--- config.mk ---
export PLATFORM = sky130hd
export DESIGN_NAME = qri_fifo
export DESIGN_NICKNAME = d
export VERILOG_FILES = /design/src/rtl/qri_pkg.sv /design/src/rtl/qri_fifo.sv
export SDC_FILE = /design/constraint.sdc
export NUM_CORES = 1
export LEC_CHECK = 0
export BUFFER_PORTS_ARGS = -buffer_cell sky130_fd_sc_hd__buf_2
export CORE_ASPECT_RATIO = 0.6
export CORE_UTILIZATION = 45
export CTS_CLUSTER_DIAMETER = 40
export DETAILED_ROUTE_END_ITERATION = 10
export HOLD_SLACK_MARGIN = 0.12
export PLACE_DENSITY = 0.63
export SLEW_MARGIN = 0
export SYNTH_ARGS = -nofsm -noshare
export SYNTH_HDL_FRONTEND = slang
export SYNTH_SLANG_ARGS = --single-unit
--- constraint.sdc ---
create_clock -name clk_i -period 15.7 [get_ports clk_i]
set_input_delay 3.14 -clock clk_i [delete_from_list [all_inputs] [get_ports clk_i]]
set_output_delay 3.14 -clock clk_i [all_outputs]
set_load 0.01 [all_outputs]
--- src/rtl/qri_pkg.sv ---
// Package with widths, constants, types and helper functions of the quaternion integrator.
`timescale 1ns / 1ps
package qri_pkg;

  localparam int QUAT_WIDTH   = 32;
  localparam int CORDIC_STEPS = 28;
  localparam int RATE_W       = 32;
  localparam int RATE_FRAC    = 24;
  localparam int TS_W         = 32;
  localparam int THR_W        = 30;
  localparam int FRAC_BITS    = 30;
  localparam int SQ_W         = 2 * RATE_W;
  localparam int NORM_W       = SQ_W / 2;
  localparam int SQRT_STEPS   = SQ_W / 2;
  localparam int REM_W        = NORM_W + 2;
  localparam int H_SHIFT      = RATE_FRAC + TS_W - FRAC_BITS + 1;
  localparam int H_W          = NORM_W + TS_W - H_SHIFT;
  localparam int MOD_STEPS    = 5;
  localparam int ANGX_W       = 35;
  localparam int ANG_W        = 34;
  localparam int CW           = 34;
  localparam int DIV_BITS     = 32;
  localparam int NUM_W        = 64;
  localparam int R_W          = DIV_BITS + 1;
  localparam int P_W          = CW + QUAT_WIDTH;
  localparam int S_W          = P_W + 2;
  localparam int QUEUE_DEPTH  = 4;
  localparam int QPTR_W       = $clog2(QUEUE_DEPTH);
  localparam int CFG_IDX_W    = 1;
  localparam int CFG_DATA_W   = 32;

  localparam logic [TS_W-1:0]  TS_RESET  = 32'd4294967;
  localparam logic [THR_W-1:0] THR_RESET = 30'd11;

  localparam longint TWO_PI_Q30      = 64'sd6746518852;
  localparam longint PI_Q30          = 64'sd3373259426;
  localparam longint HALF_PI_Q30     = 64'sd1686629713;
  localparam longint QUARTER_PI_Q30  = 64'sd843314857;
  localparam longint CORDIC_GAIN_Q30 = 64'sd652032875;

  typedef enum logic [CFG_IDX_W-1:0] {
    CFG_TIME_STEP = 1'b0,
    CFG_THRESHOLD = 1'b1
  } cfg_idx_e;

  typedef struct packed {
    logic [TS_W-1:0]  time_step;
    logic [THR_W-1:0] threshold;
  } cfg_t;

  typedef struct packed {
    logic signed [QUAT_WIDTH-1:0] w;
    logic signed [QUAT_WIDTH-1:0] x;
    logic signed [QUAT_WIDTH-1:0] y;
    logic signed [QUAT_WIDTH-1:0] z;
  } quat_t;

  typedef struct packed {
    logic signed [RATE_W-1:0] x;
    logic signed [RATE_W-1:0] y;
    logic signed [RATE_W-1:0] z;
  } rate_t;

  typedef struct packed {
    quat_t q;
    rate_t r;
  } side_t;

  typedef struct packed {
    quat_t                   q;
    rate_t                   r;
    logic [NORM_W-1:0]       norm;
    logic signed [ANG_W-1:0] ang;
    logic                    neg_cos;
    logic                    hold;
  } job_t;

  function automatic logic [RATE_W-1:0] rate_mag(input logic signed [RATE_W-1:0] v);
    logic [RATE_W-1:0] m;
    m = v[RATE_W-1] ? RATE_W'(-v) : RATE_W'(v);
    return m;
  endfunction

  // Arctangent of 2^-i in Q.30 from its power series at 60 fraction bits.
  function automatic longint atan_q30(input int i);
    longint          acc;
    longint          t;
    longint unsigned num;
    int              e;
    acc = 0;
    if (i == 0) return QUARTER_PI_Q30;
    if (i > 60) return 0;
    for (int k = 0; k < 31; k++) begin
      e = i * (2 * k + 1);
      if (e <= 60) begin
        num = 64'd1 << (60 - e);
        t   = longint'(num / 64'(2 * k + 1));
        acc = k[0] ? acc - t : acc + t;
      end
    end
    return (acc + (64'sd1 <<< 29)) >>> 30;
  endfunction

endpackage

--- src/rtl/qri_fifo.sv ---
// Short queue of classified items between the front and back pipelines.
`timescale 1ns / 1ps
module qri_fifo import qri_pkg::*; (
  input  logic clk_i,
  input  logic rst_ni,
  input  logic push_i,
  input  job_t push_data_i,
  output logic full_o,
  input  logic pop_i,
  output job_t pop_data_o,
  output logic empty_o
);

  job_t              mem_q [QUEUE_DEPTH];
  logic [QPTR_W-1:0] wr_ptr_q, rd_ptr_q;
  logic [QPTR_W:0]   cnt_q;
  logic              do_push, do_pop;

  assign full_o     = (cnt_q == (QPTR_W+1)'(QUEUE_DEPTH));
  assign empty_o    = (cnt_q == '0);
  assign do_push    = push_i && !full_o;
  assign do_pop     = pop_i && !empty_o;
  assign pop_data_o = mem_q[rd_ptr_q];

  always_ff @(posedge clk_i or negedge rst_ni) begin
    if (!rst_ni) begin
      wr_ptr_q <= '0;
      rd_ptr_q <= '0;
      cnt_q    <= '0;
    end else begin
      if (do_push) wr_ptr_q <= wr_ptr_q + 1'b1;
      if (do_pop) rd_ptr_q <= rd_ptr_q + 1'b1;
      if (do_push && !do_pop) cnt_q <= cnt_q + 1'b1;
      else if (do_pop && !do_push) cnt_q <= cnt_q - 1'b1;
    end
  end

  always_ff @(posedge clk_i) begin
    if (do_push) mem_q[wr_ptr_q] <= push_data_i;
  end

endmodule

* Word level (Yosys, flattened, before mapping)
Memories as Yosys holds them, arrays and structs flattened. Cells that the tools add are included.
Storage, ports and cells: register bits after elaboration 7, bits in latches 0, bits in writable memories 1168, memory bits (read-only) 0, input port bits 296, logic and storage cells 23, memories kept 1
Operators by class: $add $sub $neg 4, $mul 0, div/mod/pow operators 0, $lt $le $gt $ge 0, equality and inequality tests 1, shift operators 0, mux-type cells 4, bitwise operators 0, reductions and logical operators 10
Memory list:
- mem_q | words 4, bits a word 292, rd ports 1, clocked after memory_dff 0, write ports 1, line qri_fifo.sv:14 | job_t mem_q [QUEUE_DEPTH];
Operator list (count):
- 2-to-1 mux 3 bit | 2
- adder 2 x 1 -> 2 bit (second input constant) | 2
- logical AND 1 bit | 4
- logical NOT 1 bit | 4
- adder 3 x 1 -> 3 bit (second input constant) | 1
- equality test 3 bit (second input constant) | 1
- logical NOT 3 bit | 1
- subtractor 3 x 1 -> 3 bit (second input constant) | 1
- 2-to-1 mux 1 bit | 2
- nonzero test 2 bit | 1

* Longest topological paths before layout
depth after elaboration 7, gate-level depth with buffers 9, depth with buffers taken out 8

* Worst setup path after synthesis
OpenSTA, ideal clock, no wires.
kind input to register, start point input push_i, end point memory mem_q[0][0] (netlist bit) (enable), library setup time 691 ps, arrival time 10133 ps, required time 15009 ps, path slack 4876 ps, cell stages on the path 3, path buffers 1, cells stage by stage nor2b_1 clkbuf_1 and2_1
On the way: word-level cells in the longest chain between the ends 3
Ends and longest elaborated chain:
- from (decl) | line qri_fifo.sv:6 | input logic push_i,
- logical AND 1 bit | line qri_fifo.sv:21 | assign do_push = push_i && !full_o;
- named net do_push | line qri_fifo.sv:17 | logic do_push, do_pop;
- 2-to-1 mux 1 bit | line qri_fifo.sv:39 | if (do_push) mem_q[wr_ptr_q] <= push_data_i;
- 2-to-1 mux 1 bit (not written as such) | line qri_fifo.sv:39
- to (decl) | line qri_fifo.sv:14
The timed path passes the listed nets, and every way through them passes these cells.

==> results.md <==
* Result of the run: finished clean
* Clock edge transition at the registers on the reported setup and hold paths at around 0.060 ns
* Path type of the worst min-delay path: reg -> reg
* Max-cap viol count at 0
* Data required time of the critical path at roughly 13 ns
* Layout cell share with drive strength beyond 1 at 41.07%
* Max-slew violation count at 0
* Register bit count reported by yosys at between 1,000 and 1,500
* Worst IR drop on VDD at around 0.00013 V
* HPWL Detailed at 56.12 mm
* Iter 0 DRT Violations at around 1,300
* Register-to-register setup slack at 11.32 ns
* Leading cell type by number of instances after synthesis: sky130_fd_sc_hd__edfxtp_1
* Die extent in y at around 240 µm
* Standby leakage power at approximately 18 nW
* Critical path startpoint category: register
* Highest attainable clock frequency at roughly 120 MHz
* Final wirelength at 90.12 mm
* Filler cell count at between 7,000 and 8,000
* Post_cts resized at 0
* Clock skew after layout at between 0.04 and 0.05 ns
* Top cell type by total area after synthesis: sky130_fd_sc_hd__edfxtp_1
* Floorplan row count at 87
* Beginning of the worst hold path: cnt_q[2]$_DFFE_PN0P_
* Starting Density at a little under half
* Warning count from the yosys run at 0
* Clk buf depth at 3
* Count of final hold-check violations at 0
* Port-buffer cells at slightly below 600
* Register-to-Register Path Depth at 6
* Wire length of the first global-routing pass at 131.9 mm
* Core Region at around 94,000 µm²
* Netlist cell types at 21
* Routed wire length per instance at around 25 µm
* Overflow after GRT at 0
* Bufs and invs on worst path at 4
* Cell chosen for the clock root: sky130_fd_sc_hd__clkbuf_16
* Cell with the largest stage delay on the worst path: sky130_fd_sc_hd__dfrtp_4
* Combined global-route utilization of all metal layers at between 15 and 20%
* Netlist Area Pre-Place at 43,090 µm²
* Count of final setup violators at 0
* Cell type with the highest occurrence count on the critical path: sky130_fd_sc_hd__buf_4
* Area contributors post-synth: sky130_fd_sc_hd__edfxtp_1 81%, sky130_fd_sc_hd__mux4_2 8.3%, sky130_fd_sc_hd__mux4_1 8.2%
* Main flop type after synthesis: sky130_fd_sc_hd__edfxtp_1
* Detailed Routing Iterations Pass 1 at 5
* Synth top cells by count: 1,168 x sky130_fd_sc_hd__edfxtp_1, 158 x sky130_fd_sc_hd__mux4_2, 134 x sky130_fd_sc_hd__mux4_1
* CTS H-Tree Depth at 3
* Sequential-to-total area share from yosys stat at between 80 and 90%
* Shortest period the worst path allows at around 8 ns
* Transition time of the tightest slew-check pin at between 1 and 1.5 ns
* Count of hold-fix buffers inserted at cts at 0
* Utilization of the core after routing at between 50 and 60%
* End of the worst hold path: cnt_q[2]$_DFFE_PN0P_
* R2r endpoint: mem_q[2][80]$_DFFE_PP_
* RD Place Congestion at 0.8847
* Horiz. Die Dim at around 400 µm
* Asr flop ratio synth at less than 1%
* Cell Chain, Critical Path: buf_4 > buf_4 > buf_4 > mux4_1 > buf_2
* Worst Path Arrival at 4.98 ns
* Beginning of the worst register-to-register path: cnt_q[2]$_DFFE_PN0P_
* Maximum number of pins on one net before global-route repair at between 100 and 150
* Max-Slew Margin vs Limit at a little over a quarter
* I/O pins at approximately 600
* Count of flip-flops with a built-in enable after synthesis at roughly 1,200
* WS Path Type: reg -> out
* TritonCTS clock tree: built
* Part of the cycle the worst path needs at between 50% and 60%
* Number of sinks driven by the clock tree at around 1,200
* Number of remaining DRC errors at 0
* WHS Path Cells at 1
* Top cell family by delay on the critical path: buffers and inverters
* Insertion delay to the later sink of the worst-skew pair at 0.70 ns
* TritonCTS Buffers at about 120
* Yosys top cell area share at between 80% and 90%
* Post-CTS repair timing setup buffer count at 0
* Fin nets at ~2,500
* Synthesized area per cell at 27.58 µm²
* Number of antenna violations at the first check in global routing at 28
* CP endpoint kind: output pin
* Signed area change from the synthesized netlist to the final layout at 18.85%
* Final TNS setup at 0 ns
* Post-synth net total at approximately 1,900
* Mapped Cells at 1,562
* P per Cell Area at ~190 nW/µm²
* Vias at roughly 19,000
* Post-route antenna net violation count at 0
* Maximum fanout encountered on the critical timing path at 52
* Floorplan die area at 97,030 µm²
* CP peak stage delay at approximately 1.1 ns
* Number of global-route vias before repair at about 20,000
* RSZ-0062 raised after global routing: false
* Vias per std cell at about 5.4
==> cell usage in the layout (no fill, tap or decap), drive strengths merged, types with 4 or more instances in the layout <==
cell type / n
and2: 4
buf: 614
bufinv: 11
clkbuf: 144
clkinv: 44
clkinvlp: 12
dfrtp: 7
diode: 12
edfxtp: 1168
ha: 5
inv: 12
mux4: 292
xnor2: 4
==> metrics by stage <==
| step | worst slack (ns) | cells | instance area [µm²] | power [W] | hold slack, ns |
|---|---|---|---|---|---|
| 2_1_floorplan | 4.876 | 1562 | 43090 | 0.006261 | 0.4471 |
| 3_3_place_gp | 8.212 | 3355 | 47300 | 0.007120 | 0.4665 |
| 3_5_place_dp | 8.178 | 3355 | 47300 | 0.007175 | 0.4737 |
| 4_1_cts | 7.362 | 3574 | 51180 | 0.009961 | 0.4872 |
| 5_1_grt | 7.158 | 3581 | 51200 | 0.01021 | 0.4935 |
| 6_report | 7.576 | 3586 | 51210 | 0.009812 | 0.4935 |
==> layout make-up <==
cell class	count	area, µm²	area share (%)
Clock inverter	75	812.0	1.586
Sequential cell	1175	35260	68.85
Clock buffer	144	3070	5.996
Antenna cell	12	30.03	0.05864
Inverter	4	15.01	0.02932
Timing Repair Buffer	614	3161	6.172
Multi-Input combinational cell	316	7305	14.26
Tap cell	1246	1559	3.044
==> kinds of logic (layout without fill, tap and decap cells) <==
kind of cell / count (synthesis) / count (layout) / share of synthesized area (%)
buffers and inverters: 71 / 837 / 1.257
flip-flops: 1175 / 1175 / 81.81
multiplexers: 294 / 294 / 16.48
adder cells (fa/ha/maj): 6 / 6 / 0.1917
XOR/XNOR: 6 / 6 / 0.1220
other: 0 / 12 / 0
AND/OR/NAND/NOR: 10 / 10 / 0.1336
==> flip-flops by register name (all words and copies together) (netlist names) <==
| register | flops |
|---|---|
| cnt_q | 3 |
| mem_q | 1168 |
| rd_ptr_q | 2 |
| wr_ptr_q | 2 |
==> where the power goes <==
group | total (W) | switching, W | internal [W] | leakage (nW)
Combinational | 0.00272 | 0.00156 | 0.00116 | 4.99
Sequential | 0.00432 | 0.000175 | 0.00415 | 10.8
Clock | 0.00277 | 0.00118 | 0.00159 | 1.85
Total | 0.00981 | 0.00292 | 0.00689 | 17.6
==> layer usage <==
layer	global-route usage [%]	vias up	share of wire (%)
li1	-	8321	-
met1	24.96	10282	41
met2	28.82	548	49
met3	5.714	155	7.2
met4	5.725	26	2.4
met5	0	-	0.17
==> worst max-delay path by stage <==
stage | startpoint | endpoint | slack [ns] | depth (start not counted)
2_1_floorplan | push_i | mem_q[0][0]$_DFFE_PP_ | 4.88 | 3
3_3_place_gp | rd_ptr_q[0]$_DFFE_PN0P_ | pop_data_o[101] | 8.21 | 5
3_5_place_dp | rd_ptr_q[0]$_DFFE_PN0P_ | pop_data_o[147] | 8.18 | 5
4_1_cts | rd_ptr_q[0]$_DFFE_PN0P_ | pop_data_o[81] | 7.36 | 5
5_1_grt | rd_ptr_q[0]$_DFFE_PN0P_ | pop_data_o[139] | 7.16 | 5
6_report | rd_ptr_q[0]$_DFFE_PN0P_ | pop_data_o[81] | 7.58 | 5
Note: power is estimated with default switching activity, not from simulation.
